==> config.mk <==
export PLATFORM = sky130hd
export DESIGN_NAME = dense_to_ellpack_converter
export DESIGN_NICKNAME = d
export VERILOG_FILES = /design/src/hdl/d2e_pkg.sv /design/src/hdl/d2e_ctrl.sv /design/src/hdl/d2e_datapath.sv /design/src/hdl/dense_to_ellpack_converter.sv
export SDC_FILE = /design/constraint.sdc
export NUM_CORES = 2
export LEC_CHECK = 0
export ABC_AREA = 0
export BUFFER_PORTS_ARGS = -buffer_cell sky130_fd_sc_hd__buf_2
export CORE_ASPECT_RATIO = 1.75
export CORE_UTILIZATION = 50
export CTS_CLUSTER_SIZE = 10
export DETAILED_ROUTE_END_ITERATION = 6
export PLACE_DENSITY = 0.66
export SETUP_SLACK_MARGIN = 0.02
export SYNTH_ARGS = -nofsm -noshare
export SYNTH_HDL_FRONTEND = slang
export SYNTH_SLANG_ARGS = --single-unit
==> constraint.sdc <==
create_clock -name i_clk -period 7.4 [get_ports i_clk]
set_clock_uncertainty 0.1 [all_clocks]
set_input_delay 0 -clock i_clk [delete_from_list [all_inputs] [get_ports i_clk]]
set_output_delay 0 -clock i_clk [all_outputs]
set_load 0.02 [all_outputs]
==> src/hdl/d2e_pkg.sv <==
// Shared types and constants of the dense to ELLPACK converter.
package d2e_pkg;

    localparam int VAL_W  = 32;   // element and entry value width
    localparam int IDX_W  = 3;    // column, row and slot index port width
    localparam int DEG_W  = 4;    // degree port width
    localparam int CFG_W  = 4;    // row_count / col_count register width
    localparam int APB_DW = 32;   // APB data width

    localparam logic [CFG_W-1:0] CFG_DIM_RESET = 4'd8;

    // register select, taken from paddr[2]
    typedef enum logic {
        REG_ROW_COUNT = 1'b0,
        REG_COL_COUNT = 1'b1
    } t_reg_sel;

    // controller -> datapath
    typedef struct packed {
        logic load;        // element request taken this cycle
        logic count;       // count one row
        logic emit_rd;     // select next entry, read store
        logic emit_load;   // move entry into output register
    } t_d2e_cmd;

    // datapath -> controller
    typedef struct packed {
        logic load_last;   // current load position is the final element
        logic count_last;  // counting the final row
        logic deg_zero;    // degree would be zero after this count step
        logic emit_last;   // entry in the read stage is the final one
        logic out_free;    // output register can take an entry
    } t_d2e_sts;

endpackage

==> src/hdl/d2e_ctrl.sv <==
// Sequencing state machine of the dense to ELLPACK converter.
module d2e_ctrl
    import d2e_pkg::*;
(
    input  logic     i_clk,
    input  logic     i_rst_n,
    input  logic     i_in_valid,
    input  t_d2e_sts i_sts,
    output logic     o_in_ready,
    output t_d2e_cmd o_cmd
);

    typedef enum logic [1:0] {
        S_LOAD,
        S_COUNT,
        S_EMIT_RD,
        S_EMIT_LOAD
    } t_state;

    t_state r_state;
    t_state n_state;

    assign o_in_ready = (r_state == S_LOAD);

    always_comb begin
        o_cmd           = '0;
        o_cmd.load      = (r_state == S_LOAD) && i_in_valid;
        o_cmd.count     = (r_state == S_COUNT);
        o_cmd.emit_rd   = (r_state == S_EMIT_RD);
        o_cmd.emit_load = (r_state == S_EMIT_LOAD) && i_sts.out_free;
    end

    always_comb begin
        n_state = r_state;
        unique case (r_state)
            S_LOAD: begin
                if (i_in_valid && i_sts.load_last) n_state = S_COUNT;
            end
            S_COUNT: begin
                if (i_sts.count_last) n_state = i_sts.deg_zero ? S_LOAD : S_EMIT_RD;
            end
            S_EMIT_RD: begin
                n_state = S_EMIT_LOAD;
            end
            S_EMIT_LOAD: begin
                if (i_sts.out_free) n_state = i_sts.emit_last ? S_LOAD : S_EMIT_RD;
            end
            default: n_state = S_LOAD;
        endcase
    end

    always_ff @(posedge i_clk) begin
        if (!i_rst_n) begin
            r_state <= S_LOAD;
        end else begin
            r_state <= n_state;
        end
    end

    a_emit_follows_read: assert property (@(posedge i_clk) disable iff (!i_rst_n)
        (r_state == S_EMIT_LOAD) |->
            ($past(r_state) == S_EMIT_RD) || ($past(r_state) == S_EMIT_LOAD))
        else $error("output load stage entered without a store read");

    a_count_to_emit: assert property (@(posedge i_clk) disable iff (!i_rst_n)
        (r_state == S_COUNT && i_sts.count_last && !i_sts.deg_zero) |=>
            (r_state == S_EMIT_RD))
        else $error("nonzero matrix did not start emission");

endmodule

==> src/hdl/d2e_datapath.sv <==
// Matrix store, row masks, degree count and entry emission of the converter.
module d2e_datapath
    import d2e_pkg::*;
#(
    parameter int MAX_ROWS = 8,
    parameter int MAX_COLS = 8,
    localparam int RW = ($clog2(MAX_ROWS) > 0) ? $clog2(MAX_ROWS) : 1,
    localparam int CW = ($clog2(MAX_COLS) > 0) ? $clog2(MAX_COLS) : 1
) (
    input  logic                     i_clk,
    input  logic                     i_rst_n,
    input  t_d2e_cmd                 i_cmd,
    output t_d2e_sts                 o_sts,
    input  logic [RW-1:0]            i_row_last,
    input  logic [CW-1:0]            i_col_last,
    input  logic                     i_cfg_clear,
    input  logic signed [VAL_W-1:0]  i_element_value,
    input  logic                     i_out_ready,
    output logic                     o_out_valid,
    output logic signed [VAL_W-1:0]  o_entry_value,
    output logic [IDX_W-1:0]         o_column_index,
    output logic [IDX_W-1:0]         o_row_index,
    output logic [IDX_W-1:0]         o_slot_index,
    output logic [DEG_W-1:0]         o_max_degree,
    output logic                     o_last_result
);

    localparam int DEPTH = MAX_ROWS * MAX_COLS;
    localparam int AW    = ($clog2(DEPTH) > 0) ? $clog2(DEPTH) : 1;
    localparam int DW    = $clog2(MAX_COLS + 1);
    localparam int PW    = CW + RW + 1;

    function automatic logic [DW-1:0] f_popcount(input logic [MAX_COLS-1:0] m);
        logic [DW-1:0] s;
        s = '0;
        for (int c = 0; c < MAX_COLS; c++) s = s + DW'(m[c]);
        return s;
    endfunction

    function automatic logic [CW-1:0] f_lowest(input logic [MAX_COLS-1:0] m);
        logic [CW-1:0] p;
        p = '0;
        for (int c = MAX_COLS - 1; c >= 0; c--) if (m[c]) p = CW'(c);
        return p;
    endfunction

    // store and its registered read port
    logic [VAL_W-1:0]    r_mem [DEPTH];
    logic [VAL_W-1:0]    r_rd_data;

    // load position
    logic [AW-1:0]       r_load_cnt;
    logic [RW-1:0]       r_load_row;
    logic [CW-1:0]       r_load_col;

    // nonzero masks per row, and the copy peeled during emission
    logic [MAX_COLS-1:0] r_row_mask [MAX_ROWS];
    logic [MAX_COLS-1:0] r_rem      [MAX_ROWS];

    logic [RW-1:0]       r_cnt_row;
    logic [DW-1:0]       r_deg;
    logic [RW-1:0]       r_em_row;
    logic [CW-1:0]       r_em_slot;

    // read stage
    logic                r_p_have;
    logic [CW-1:0]       r_p_col;
    logic [RW-1:0]       r_p_row;
    logic [CW-1:0]       r_p_slot;
    logic                r_p_last;

    // output register
    logic                r_out_valid;
    logic [VAL_W-1:0]    r_out_value;
    logic [IDX_W-1:0]    r_out_col;
    logic [IDX_W-1:0]    r_out_row;
    logic [IDX_W-1:0]    r_out_slot;
    logic [DEG_W-1:0]    r_out_deg;
    logic                r_out_last;

    logic                load_last;
    logic [DW-1:0]       cnt_pop;
    logic [DW-1:0]       deg_max;
    logic [MAX_COLS-1:0] em_mask;
    logic                em_have;
    logic [CW-1:0]       em_col;
    logic [PW-1:0]       em_addr_full;
    logic                em_last;
    logic                elem_nz;

    assign elem_nz   = (i_element_value != '0);
    assign load_last = (r_load_row == i_row_last) && (r_load_col == i_col_last);
    assign cnt_pop   = f_popcount(r_row_mask[r_cnt_row]);
    assign deg_max   = (cnt_pop > r_deg) ? cnt_pop : r_deg;
    assign em_mask   = r_rem[r_em_row];
    assign em_have   = (em_mask != '0);
    assign em_col    = f_lowest(em_mask);
    assign em_addr_full = PW'(em_col) * (PW'(i_row_last) + PW'(1)) + PW'(r_em_row);
    assign em_last   = ((DW'(r_em_slot) + DW'(1)) == r_deg) && (r_em_row == i_row_last);

    always_comb begin
        o_sts            = '0;
        o_sts.load_last  = load_last;
        o_sts.count_last = (r_cnt_row == i_row_last);
        o_sts.deg_zero   = (deg_max == '0);
        o_sts.emit_last  = r_p_last;
        o_sts.out_free   = !r_out_valid || i_out_ready;
    end

    // store write and read
    always_ff @(posedge i_clk) begin
        if (i_cmd.load) r_mem[r_load_cnt] <= i_element_value;
        if (i_cmd.emit_rd) r_rd_data <= r_mem[em_addr_full[AW-1:0]];
    end

    // load position, column-major
    always_ff @(posedge i_clk) begin
        if (!i_rst_n || i_cfg_clear) begin
            r_load_cnt <= '0;
            r_load_row <= '0;
            r_load_col <= '0;
        end else if (i_cmd.load) begin
            if (load_last) begin
                r_load_cnt <= '0;
                r_load_row <= '0;
                r_load_col <= '0;
            end else begin
                r_load_cnt <= r_load_cnt + AW'(1);
                if (r_load_row == i_row_last) begin
                    r_load_row <= '0;
                    r_load_col <= r_load_col + CW'(1);
                end else begin
                    r_load_row <= r_load_row + RW'(1);
                end
            end
        end
    end

    // mask bits; column 0 of a row clears the stale columns of the last matrix
    always_ff @(posedge i_clk) begin
        for (int r = 0; r < MAX_ROWS; r++) begin
            for (int c = 0; c < MAX_COLS; c++) begin
                if (i_cmd.load && (r_load_row == RW'(r))) begin
                    if (r_load_col == CW'(c)) r_row_mask[r][c] <= elem_nz;
                    else if (r_load_col == '0) r_row_mask[r][c] <= 1'b0;
                end
            end
        end
    end

    always_ff @(posedge i_clk) begin
        if (i_cmd.count) r_rem[r_cnt_row] <= r_row_mask[r_cnt_row];
        else if (i_cmd.emit_rd) r_rem[r_em_row] <= em_mask & (em_mask - MAX_COLS'(1));
    end

    // counting pass and emission indices
    always_ff @(posedge i_clk) begin
        if (!i_rst_n) begin
            r_cnt_row <= '0;
            r_deg     <= '0;
            r_em_row  <= '0;
            r_em_slot <= '0;
            r_p_last  <= 1'b0;
        end else begin
            if (i_cmd.load && load_last) begin
                r_cnt_row <= '0;
                r_deg     <= '0;
            end else if (i_cmd.count) begin
                r_deg     <= deg_max;
                r_cnt_row <= (r_cnt_row == i_row_last) ? '0 : r_cnt_row + RW'(1);
                r_em_row  <= '0;
                r_em_slot <= '0;
            end else if (i_cmd.emit_rd) begin
                r_p_last <= em_last;
                if (r_em_row == i_row_last) begin
                    r_em_row  <= '0;
                    r_em_slot <= r_em_slot + CW'(1);
                end else begin
                    r_em_row <= r_em_row + RW'(1);
                end
            end
        end
    end

    always_ff @(posedge i_clk) begin
        if (i_cmd.emit_rd) begin
            r_p_have <= em_have;
            r_p_col  <= em_have ? em_col : '0;
            r_p_row  <= r_em_row;
            r_p_slot <= r_em_slot;
        end
    end

    // output register
    always_ff @(posedge i_clk) begin
        if (!i_rst_n) begin
            r_out_valid <= 1'b0;
        end else if (i_cmd.emit_load) begin
            r_out_valid <= 1'b1;
        end else if (i_out_ready) begin
            r_out_valid <= 1'b0;
        end
    end

    always_ff @(posedge i_clk) begin
        if (i_cmd.emit_load) begin
            r_out_value <= r_p_have ? r_rd_data : '0;
            r_out_col   <= IDX_W'(r_p_col);
            r_out_row   <= IDX_W'(r_p_row);
            r_out_slot  <= IDX_W'(r_p_slot);
            r_out_deg   <= DEG_W'(r_deg);
            r_out_last  <= r_p_last;
        end
    end

    assign o_out_valid    = r_out_valid;
    assign o_entry_value  = r_out_value;
    assign o_column_index = r_out_col;
    assign o_row_index    = r_out_row;
    assign o_slot_index   = r_out_slot;
    assign o_max_degree   = r_out_deg;
    assign o_last_result  = r_out_last;

    a_pad_column_zero: assert property (@(posedge i_clk) disable iff (!i_rst_n)
        (r_out_valid && r_out_value == '0) |-> (r_out_col == '0))
        else $error("padding entry with nonzero column");

    a_slot_below_degree: assert property (@(posedge i_clk) disable iff (!i_rst_n)
        r_out_valid |-> (r_out_deg != '0) && (DEG_W'(r_out_slot) < r_out_deg))
        else $error("slot index not below degree");

    a_degree_grows: assert property (@(posedge i_clk) disable iff (!i_rst_n)
        i_cmd.count |=> (r_deg >= $past(r_deg)))
        else $error("degree shrank during counting pass");

endmodule

==> src/hdl/dense_to_ellpack_converter.sv <==
// Top level of the dense to ELLPACK converter: config registers and block wiring.
//
// Dense to ELLPACK converter. Load a row_count x col_count matrix of signed
// Q16.16 elements in column-major order, one element request per cycle. After
// the last element the block counts each row's nonzeros (one row per cycle),
// then emits the ELLPACK form in slot-major order, slot k then row i: each
// result is row i's k-th nonzero value and its column, or value 0 / column 0
// as padding, and carries the degree and a last flag on the final result.
// An all-zero matrix gives no results. Per matrix: rows*cols elements
// loaded, each row counted, then rows*degree results, each taking one
// controller state for the store read and one for the output register
// load, which sets the emission rate; output stalls hold the output load
// state. While counting and emitting, o_in_ready is low; the final result
// may still wait in the output register while loading of the next matrix
// goes on.
// row_count (byte address 0) and col_count (byte address 4) are 4-bit
// registers, reset 8; 0 acts as 1 and values above the maximum act as the
// maximum. Any register write restarts the load in progress. Write only
// while no results are outstanding. pready is tied high.
module dense_to_ellpack_converter
    import d2e_pkg::*;
#(
    parameter int MAX_ROWS = 8,
    parameter int MAX_COLS = 8
) (
    input  logic                    i_clk,
    input  logic                    i_rst_n,
    // config port
    input  logic                    psel,
    input  logic                    penable,
    input  logic                    pwrite,
    input  logic [2:0]              paddr,
    input  logic [APB_DW-1:0]       pwdata,
    output logic [APB_DW-1:0]       prdata,
    output logic                    pready,
    // element requests
    input  logic                    i_in_valid,
    output logic                    o_in_ready,
    input  logic signed [VAL_W-1:0] i_element_value,
    // result requests
    output logic                    o_out_valid,
    input  logic                    i_out_ready,
    output logic signed [VAL_W-1:0] o_entry_value,
    output logic [IDX_W-1:0]        o_column_index,
    output logic [IDX_W-1:0]        o_row_index,
    output logic [IDX_W-1:0]        o_slot_index,
    output logic [DEG_W-1:0]        o_max_degree,
    output logic                    o_last_result
);

    localparam int RW = ($clog2(MAX_ROWS) > 0) ? $clog2(MAX_ROWS) : 1;
    localparam int CW = ($clog2(MAX_COLS) > 0) ? $clog2(MAX_COLS) : 1;

    logic [CFG_W-1:0] r_row_count;
    logic [CFG_W-1:0] r_col_count;
    logic             cfg_wr;
    t_reg_sel         reg_sel;
    logic [RW-1:0]    row_last;
    logic [CW-1:0]    col_last;
    t_d2e_cmd         cmd;
    t_d2e_sts         sts;

    assign pready  = 1'b1;
    assign cfg_wr  = psel && penable && pwrite && pready;
    assign reg_sel = t_reg_sel'(paddr[2]);

    always_ff @(posedge i_clk) begin
        if (!i_rst_n) begin
            r_row_count <= CFG_DIM_RESET;
            r_col_count <= CFG_DIM_RESET;
        end else if (cfg_wr) begin
            unique case (reg_sel)
                REG_ROW_COUNT: r_row_count <= pwdata[CFG_W-1:0];
                REG_COL_COUNT: r_col_count <= pwdata[CFG_W-1:0];
                default: ;
            endcase
        end
    end

    always_comb begin
        unique case (reg_sel)
            REG_ROW_COUNT: prdata = APB_DW'(r_row_count);
            REG_COL_COUNT: prdata = APB_DW'(r_col_count);
            default:       prdata = '0;
        endcase
    end

    // clamp to 1..MAX, carried as last index
    always_comb begin
        if (r_row_count == '0) row_last = '0;
        else if (32'(r_row_count) > MAX_ROWS) row_last = RW'(MAX_ROWS - 1);
        else row_last = RW'(r_row_count - CFG_W'(1));

        if (r_col_count == '0) col_last = '0;
        else if (32'(r_col_count) > MAX_COLS) col_last = CW'(MAX_COLS - 1);
        else col_last = CW'(r_col_count - CFG_W'(1));
    end

    d2e_ctrl u_ctrl (
        .i_clk      (i_clk),
        .i_rst_n    (i_rst_n),
        .i_in_valid (i_in_valid),
        .i_sts      (sts),
        .o_in_ready (o_in_ready),
        .o_cmd      (cmd)
    );

    d2e_datapath #(
        .MAX_ROWS (MAX_ROWS),
        .MAX_COLS (MAX_COLS)
    ) u_datapath (
        .i_clk           (i_clk),
        .i_rst_n         (i_rst_n),
        .i_cmd           (cmd),
        .o_sts           (sts),
        .i_row_last      (row_last),
        .i_col_last      (col_last),
        .i_cfg_clear     (cfg_wr),
        .i_element_value (i_element_value),
        .i_out_ready     (i_out_ready),
        .o_out_valid     (o_out_valid),
        .o_entry_value   (o_entry_value),
        .o_column_index  (o_column_index),
        .o_row_index     (o_row_index),
        .o_slot_index    (o_slot_index),
        .o_max_degree    (o_max_degree),
        .o_last_result   (o_last_result)
    );

endmodule

-- Word level (Yosys, flattened, before mapping)
Memory sizes are Yosys's and may differ from the RTL's. A register that Yosys moved wholly into a read port is not among the register bits.
Index checks and enable logic that the tools add are counted.
- bits in registers: 93
- bits in writable memories: 2176
- output and inout port bits: 81
- word-level logic and storage cells: 562
- memories: 3
- $add $sub $neg: 19
- $mul: 1
- magnitude comparators: 3
- eq/ne operators: 25
- muxes and demuxes: 380
- bitwise logic cells: 61
- reductions and logical operators: 48
- memory list (name ; words ; bits a word ; read ports ; clocked after memory_dff ; wr ports ; RTL line ; RTL):
    u_datapath.r_mem ; 64 ; 32 ; 1 ; 1 ; 1 ; d2e_datapath.sv:48 ; logic [VAL_W-1:0] r_mem [DEPTH];
    u_datapath.r_rem ; 8 ; 8 ; 1 ; 1 ; 1 ; d2e_datapath.sv:58 ; logic [MAX_COLS-1:0] r_rem [MAX_ROWS];
    u_datapath.r_row_mask ; 8 ; 8 ; 1 ; 1 ; 1 ; d2e_datapath.sv:57 ; logic [MAX_COLS-1:0] r_row_mask [MAX_ROWS];
- operators by type and width (kind ; count):
    1-bit 2-to-1 mux ; 321
    8-bit 2-to-1 mux ; 15
    3-bit 2-to-1 mux ; 35
    32-bit case mux with 2 select lines ; 1
    8-bit OR reduction ; 8
    1-bit OR ; 56
    32-bit nonzero test ; 1
    4-bit by 1-bit adder with 4-bit output ; 6
    3-bit == test (second input constant) ; 8
    1-bit logical AND ; 16
    3-bit by 1-bit adder with 3-bit output (second input constant) ; 5
    3-bit by 2-bit == test with 1-bit output (second input constant) ; 4
    3-bit == test ; 4
    4-bit zero test ; 3
    2-bit 2-to-1 mux ; 5
    3-bit AND reduction ; 3
    3-bit by 1-bit adder with 4-bit output (second input constant) ; 2
    8-bit bitwise AND ; 1
    4-bit > comparator (second input constant) ; 2
    2-bit case mux with 4 select lines ; 1
    2-bit AND reduction ; 4
    2-bit nonzero test ; 4
    8-bit nonzero test ; 1
    8-bit by 1-bit subtractor with 8-bit output (second input constant) ; 1
    19 further kinds ; 30

-- Logic depth before layout (Yosys ltp)
- depth in word-level cells: 14
- mapped depth: 21

-- Hierarchy
A second synthesis with hierarchy kept.
- cells, all modules: 4255
- area total of the unflattened synthesis: 90309.1 um^2
- modules (own cells, without submodules) (module ; instances ; cells an instance ; area each (um^2) ; sequential area each (um^2)):
    d2e_datapath ; 1 ; 4152 ; 89414.5 ; 68645.8
    dense_to_ellpack_converter ; 1 ; 88 ; 768.2 ; 160.2
    d2e_ctrl ; 1 ; 15 ; 126.4 ; 40.0

-- Worst setup path after synthesis
Ideal clock, no wire load.
- kind: register -> register
- start point: register with a tool-made name
- end point: register u_datapath.r_rd_data[0] (read register of u_datapath.r_mem), data pin
- arrival: 5.579 ns
- data required time: 7.030 ns
- path slack: 1.451 ns
- stages on the path, launching flop included: 19
- buffers on the path: 6
- clock period less this slack: 5.949 ns
- path through: dfxtp_1 -> buf_6 -> buf_6 -> buf_2 -> buf_2 -> mux4_2 -> mux2i_1 -> a31oi_1 -> o211ai_1 -> nor2_1 -> fa_1 -> fa_1 -> fa_1 -> xnor2_1 -> buf_1 -> buf_1 -> mux4_2 -> mux2i_1 -> mux2i_1
- RTL lines (what ; RTL line ; RTL):
    end, declared ; d2e_datapath.sv:49 ; logic [VAL_W-1:0] r_rd_data;

==> metrics <==
cell chain of the critical path buf_4 -> nor3b_1 -> nor3_1 -> nor3_1 -> nand2_1 -> or3_1 -> nor2_1 -> fa_1 -> fa_1 -> fa_4 -> buf_4 -> buf_12 -> mux4_2 -> mux2i_1 -> mux2i_1; proportion of register bits with asynchronous set or reset after synthesis 0; outcome finished clean; Synth top area share 0.752; I/O pins 155; arrival time worst endpoint 6970 ps; Top FF cell, synth edfxtp_1; CP max stage cell dfxtp_1; RSZ-0062 raised after global routing false; sum of negative setup slack 0 ps; maximum achievable frequency 153 MHz; Area contributors post-synth edfxtp_1 (75%), mux4_2 (17%), mux2i_1 (1.3%); area inside the core boundary 0.180 mm2; Total Die Area 0.183 mm2; worst hold path stage count 3; total power per unit cell area 261 mW/mm2; Syn-to-layout area delta 14.1%; warnings from Yosys 0; max-cap violation count 0; Worst Max-Slew Pin Slew 1270 ps; Final Cycle Share 0.883; Critical Path Start Type flip-flop; type of the most critical hold path in -> reg; Remaining DRCs 0; post-synthesis instance total 4035; shortest period the worst path allows 6540 ps; Clock Latency Late Sink 830 ps; fraction of layout instances using a drive strength above 1 0.299; Synth Area in Compound Gates 0.0102; overall via count from detail_route 42573; sinks on the clock net 2307; Clock Tree Buf Depth 4; required arrival time at the worst endpoint 7830 ps; post-synthesis sequential area ratio 0.761; antenna violations before repair 4; Port-buffer cells 95; reg2reg path depth 15; Flop pwr share 0.535; xor and xnor fraction of the mapped netlist area 0.00212; sum of routed wire length over all layers 219 mm; TritonCTS clock tree yes; pin count of the biggest net entering global routing 85; EDFF count, synth 2264; violation count after the first detailed-route iteration 3962; type of the worst setup path reg -> reg; combined global-route utilization of all metal layers 0.243; drt via density 6.19; net count of the finished layout 4552; tightest slew margin relative to the limit 0.149; CP Max Fanout 23; clock root buffer clkbuf_16; post-synthesis cell type count 70; biggest area consumer among synthesized cells edfxtp_1; die width 324 um; reported net switching power 0.00537 W; detailed-route wire length per cell 31.8 um; HPWL Detailed 120 mm; CTS clock-pin slew for the worst setup and hold paths 60 ps; Static Leak 32.0 nW; Placement Rows 206; portion of total power attributed to combinational logic 0.033; vias in the first global route 45123; post-cts gate resize count 0; global placer's final weighted congestion 0.826; stage delay of the slowest cell on the critical path 1010 ps; final max-slew violation count 0; #FFs+latches synth 2307; number of setup violations in the final report 0; Mapped Area 0.0905 mm2; kind of end point of the critical path flip-flop; chip height 565 um; total congestion overflow 0; internal portion of total power 0.0216 W; largest family of logic cells by synthesized area multiplexers; number of H-tree levels 5; Place WS 818 ps; Antenna Nets Post-Route 0; number of fill cells in the layout 13054; wire length of the first global-routing pass 312 mm; peak supply drop 0.181 mV; switching share of power 0.199; synthesized area per cell 22.4 um2; initial core utilization 0.503; area fraction in and, or, nand and nor cells after synthesis 0.0233; minimum setup slack in the final design 864 ps; multiplexer share of the synthesized area 0.182; post-synthesis adder-cell area fraction 0.00765; total clock buffers created by CTS 273; number of iterations in the first detailed-routing pass 7; Final Hold Vio Count 0; clock network power share 0.432
==> cell families after synthesis <==
logic type      Yosys count
fa+ha+maj                51
flops                  2307
buf+inv                 282
mux                     804
xor+xnor                 21
simple gates            436
other cells               2
compound gates          132
==> worst max-delay path, delay by kind of cell (launching register included) <==
| kind | cells | cell delay (ps) |
|---|---|---|
| AND/OR/NAND/NOR | 6 | 1450 |
| multiplexers | 3 | 1070 |
| buffers and inverters | 3 | 840 |
| adder cells (fa/ha/maj) | 3 | 1760 |
| flip-flops | 1 | 1010 |
==> state kept, by name, indices dropped and copies added (netlist names), 4 cells and up, named ones only <==
signal,flops
u_datapath.r_row_mask,64
u_datapath.r_rem,64
u_datapath.o_max_degree,4
u_datapath.o_entry_value,32
u_datapath.r_load_cnt,6
u_datapath.r_deg,4
r_col_count,4
u_datapath.r_mem,2048
u_datapath.r_rd_data,32
r_row_count,4
==> metrics by stage <==
step,hold slack (ps),util,power [W],cell area [um2],cells
final,104,0.574,0.0270,103000,6879
after global routing,101,0.574,0.0276,103000,6878
after detailed placement,143,0.530,0.0156,95300,6489
after CTS,48.3,0.574,0.0271,103000,6877
after global placement,137,0.530,0.0155,95300,6489
after floorplan,-1.13,-,0.0152,90600,4062
==> layout by cell type (no fill, tap or decap), types with 58 or more instances in the layout <==
cell / instances
mux2i_1: 121
nor2_1: 137
nor2_4: 64
clkbuf_16: 285
mux4_2: 672
and2_1: 64
buf_2: 95
edfxtp_1: 2264
dlygate4sd3_1: 58
buf_4: 141
==> routing by layer <==
| metal | up-vias | wire length (um) | track usage |
|---|---|---|---|
| met2 | 1572 | 121000 | 0.447 |
| met5 | - | 0 | 0 |
| met3 | 468 | 11500 | 0.0324 |
| met1 | 23015 | 77600 | 0.286 |
| met4 | 0 | 8790 | 0.0971 |
| li1 | 17518 | - | - |
==> cell usage after synthesis, drive strengths merged (4+ instances only) <==
library cell and instances:
xor2 7, o31a 5, a21oi 22, o21a 38, mux4 672, and2 64, nor2 201, nor2b 13
o21ai 18, nand3b 6, dfxtp 43, xnor2 14, nand2 47, o211ai 4, fa 8, nor3 25
clkbuf 132, nand3 20, or2 12, edfxtp 2264, or3 7, a211oi 6, inv 45, mux2 11
nor4 13, a31oi 6, mux2i 121, buf 103, ha 40, nand4 8, nand2b 11
==> final timing paths <==
kind / slack [ps] / startpoint / endpoint
worst max-delay path: 860 / flip-flop / u_datapath.r_rd_data[23]
worst min-delay path: 100 / i_rst_n / u_ctrl.r_state[0]
worst max register to register: 860 / flip-flop / u_datapath.r_rd_data[23]
worst min register to register: 320 / u_datapath.r_p_row[2] / u_datapath.o_row_index[2]
==> final cells by class <==
class / count / area [um2] / area share
Antenna cell: 2 / 5.00 / 0.0000485
Clock inverter: 12 / 126 / 0.00122
Sequential cell: 2307 / 68800 / 0.667
Timing Repair Buffer: 328 / 2800 / 0.0271
Tap cell: 2392 / 2990 / 0.0290
Clock buffer: 318 / 7260 / 0.0703
Inverter: 47 / 176 / 0.00171
Multi-Input combinational cell: 1473 / 21100 / 0.204
==> what timing repair did <==
action | CTS | global route
hold buffers | 58 | 0
hold endpoints to repair | 2092 | 0
buffers inserted | 0 | 0
==> power by group through the flow <==
stage	Combinational, W	Sequential, W	Clock [W]
2_1_floorplan	0.000486	0.0147	0
4_1_cts	0.000903	0.0144	0.0118
6_report	0.000897	0.0144	0.0116
5_1_grt	0.000966	0.0144	0.0122
3_5_place_dp	0.000881	0.0147	0
3_3_place_gp	0.000850	0.0147	0
Note: power is estimated with default switching activity, not from simulation.
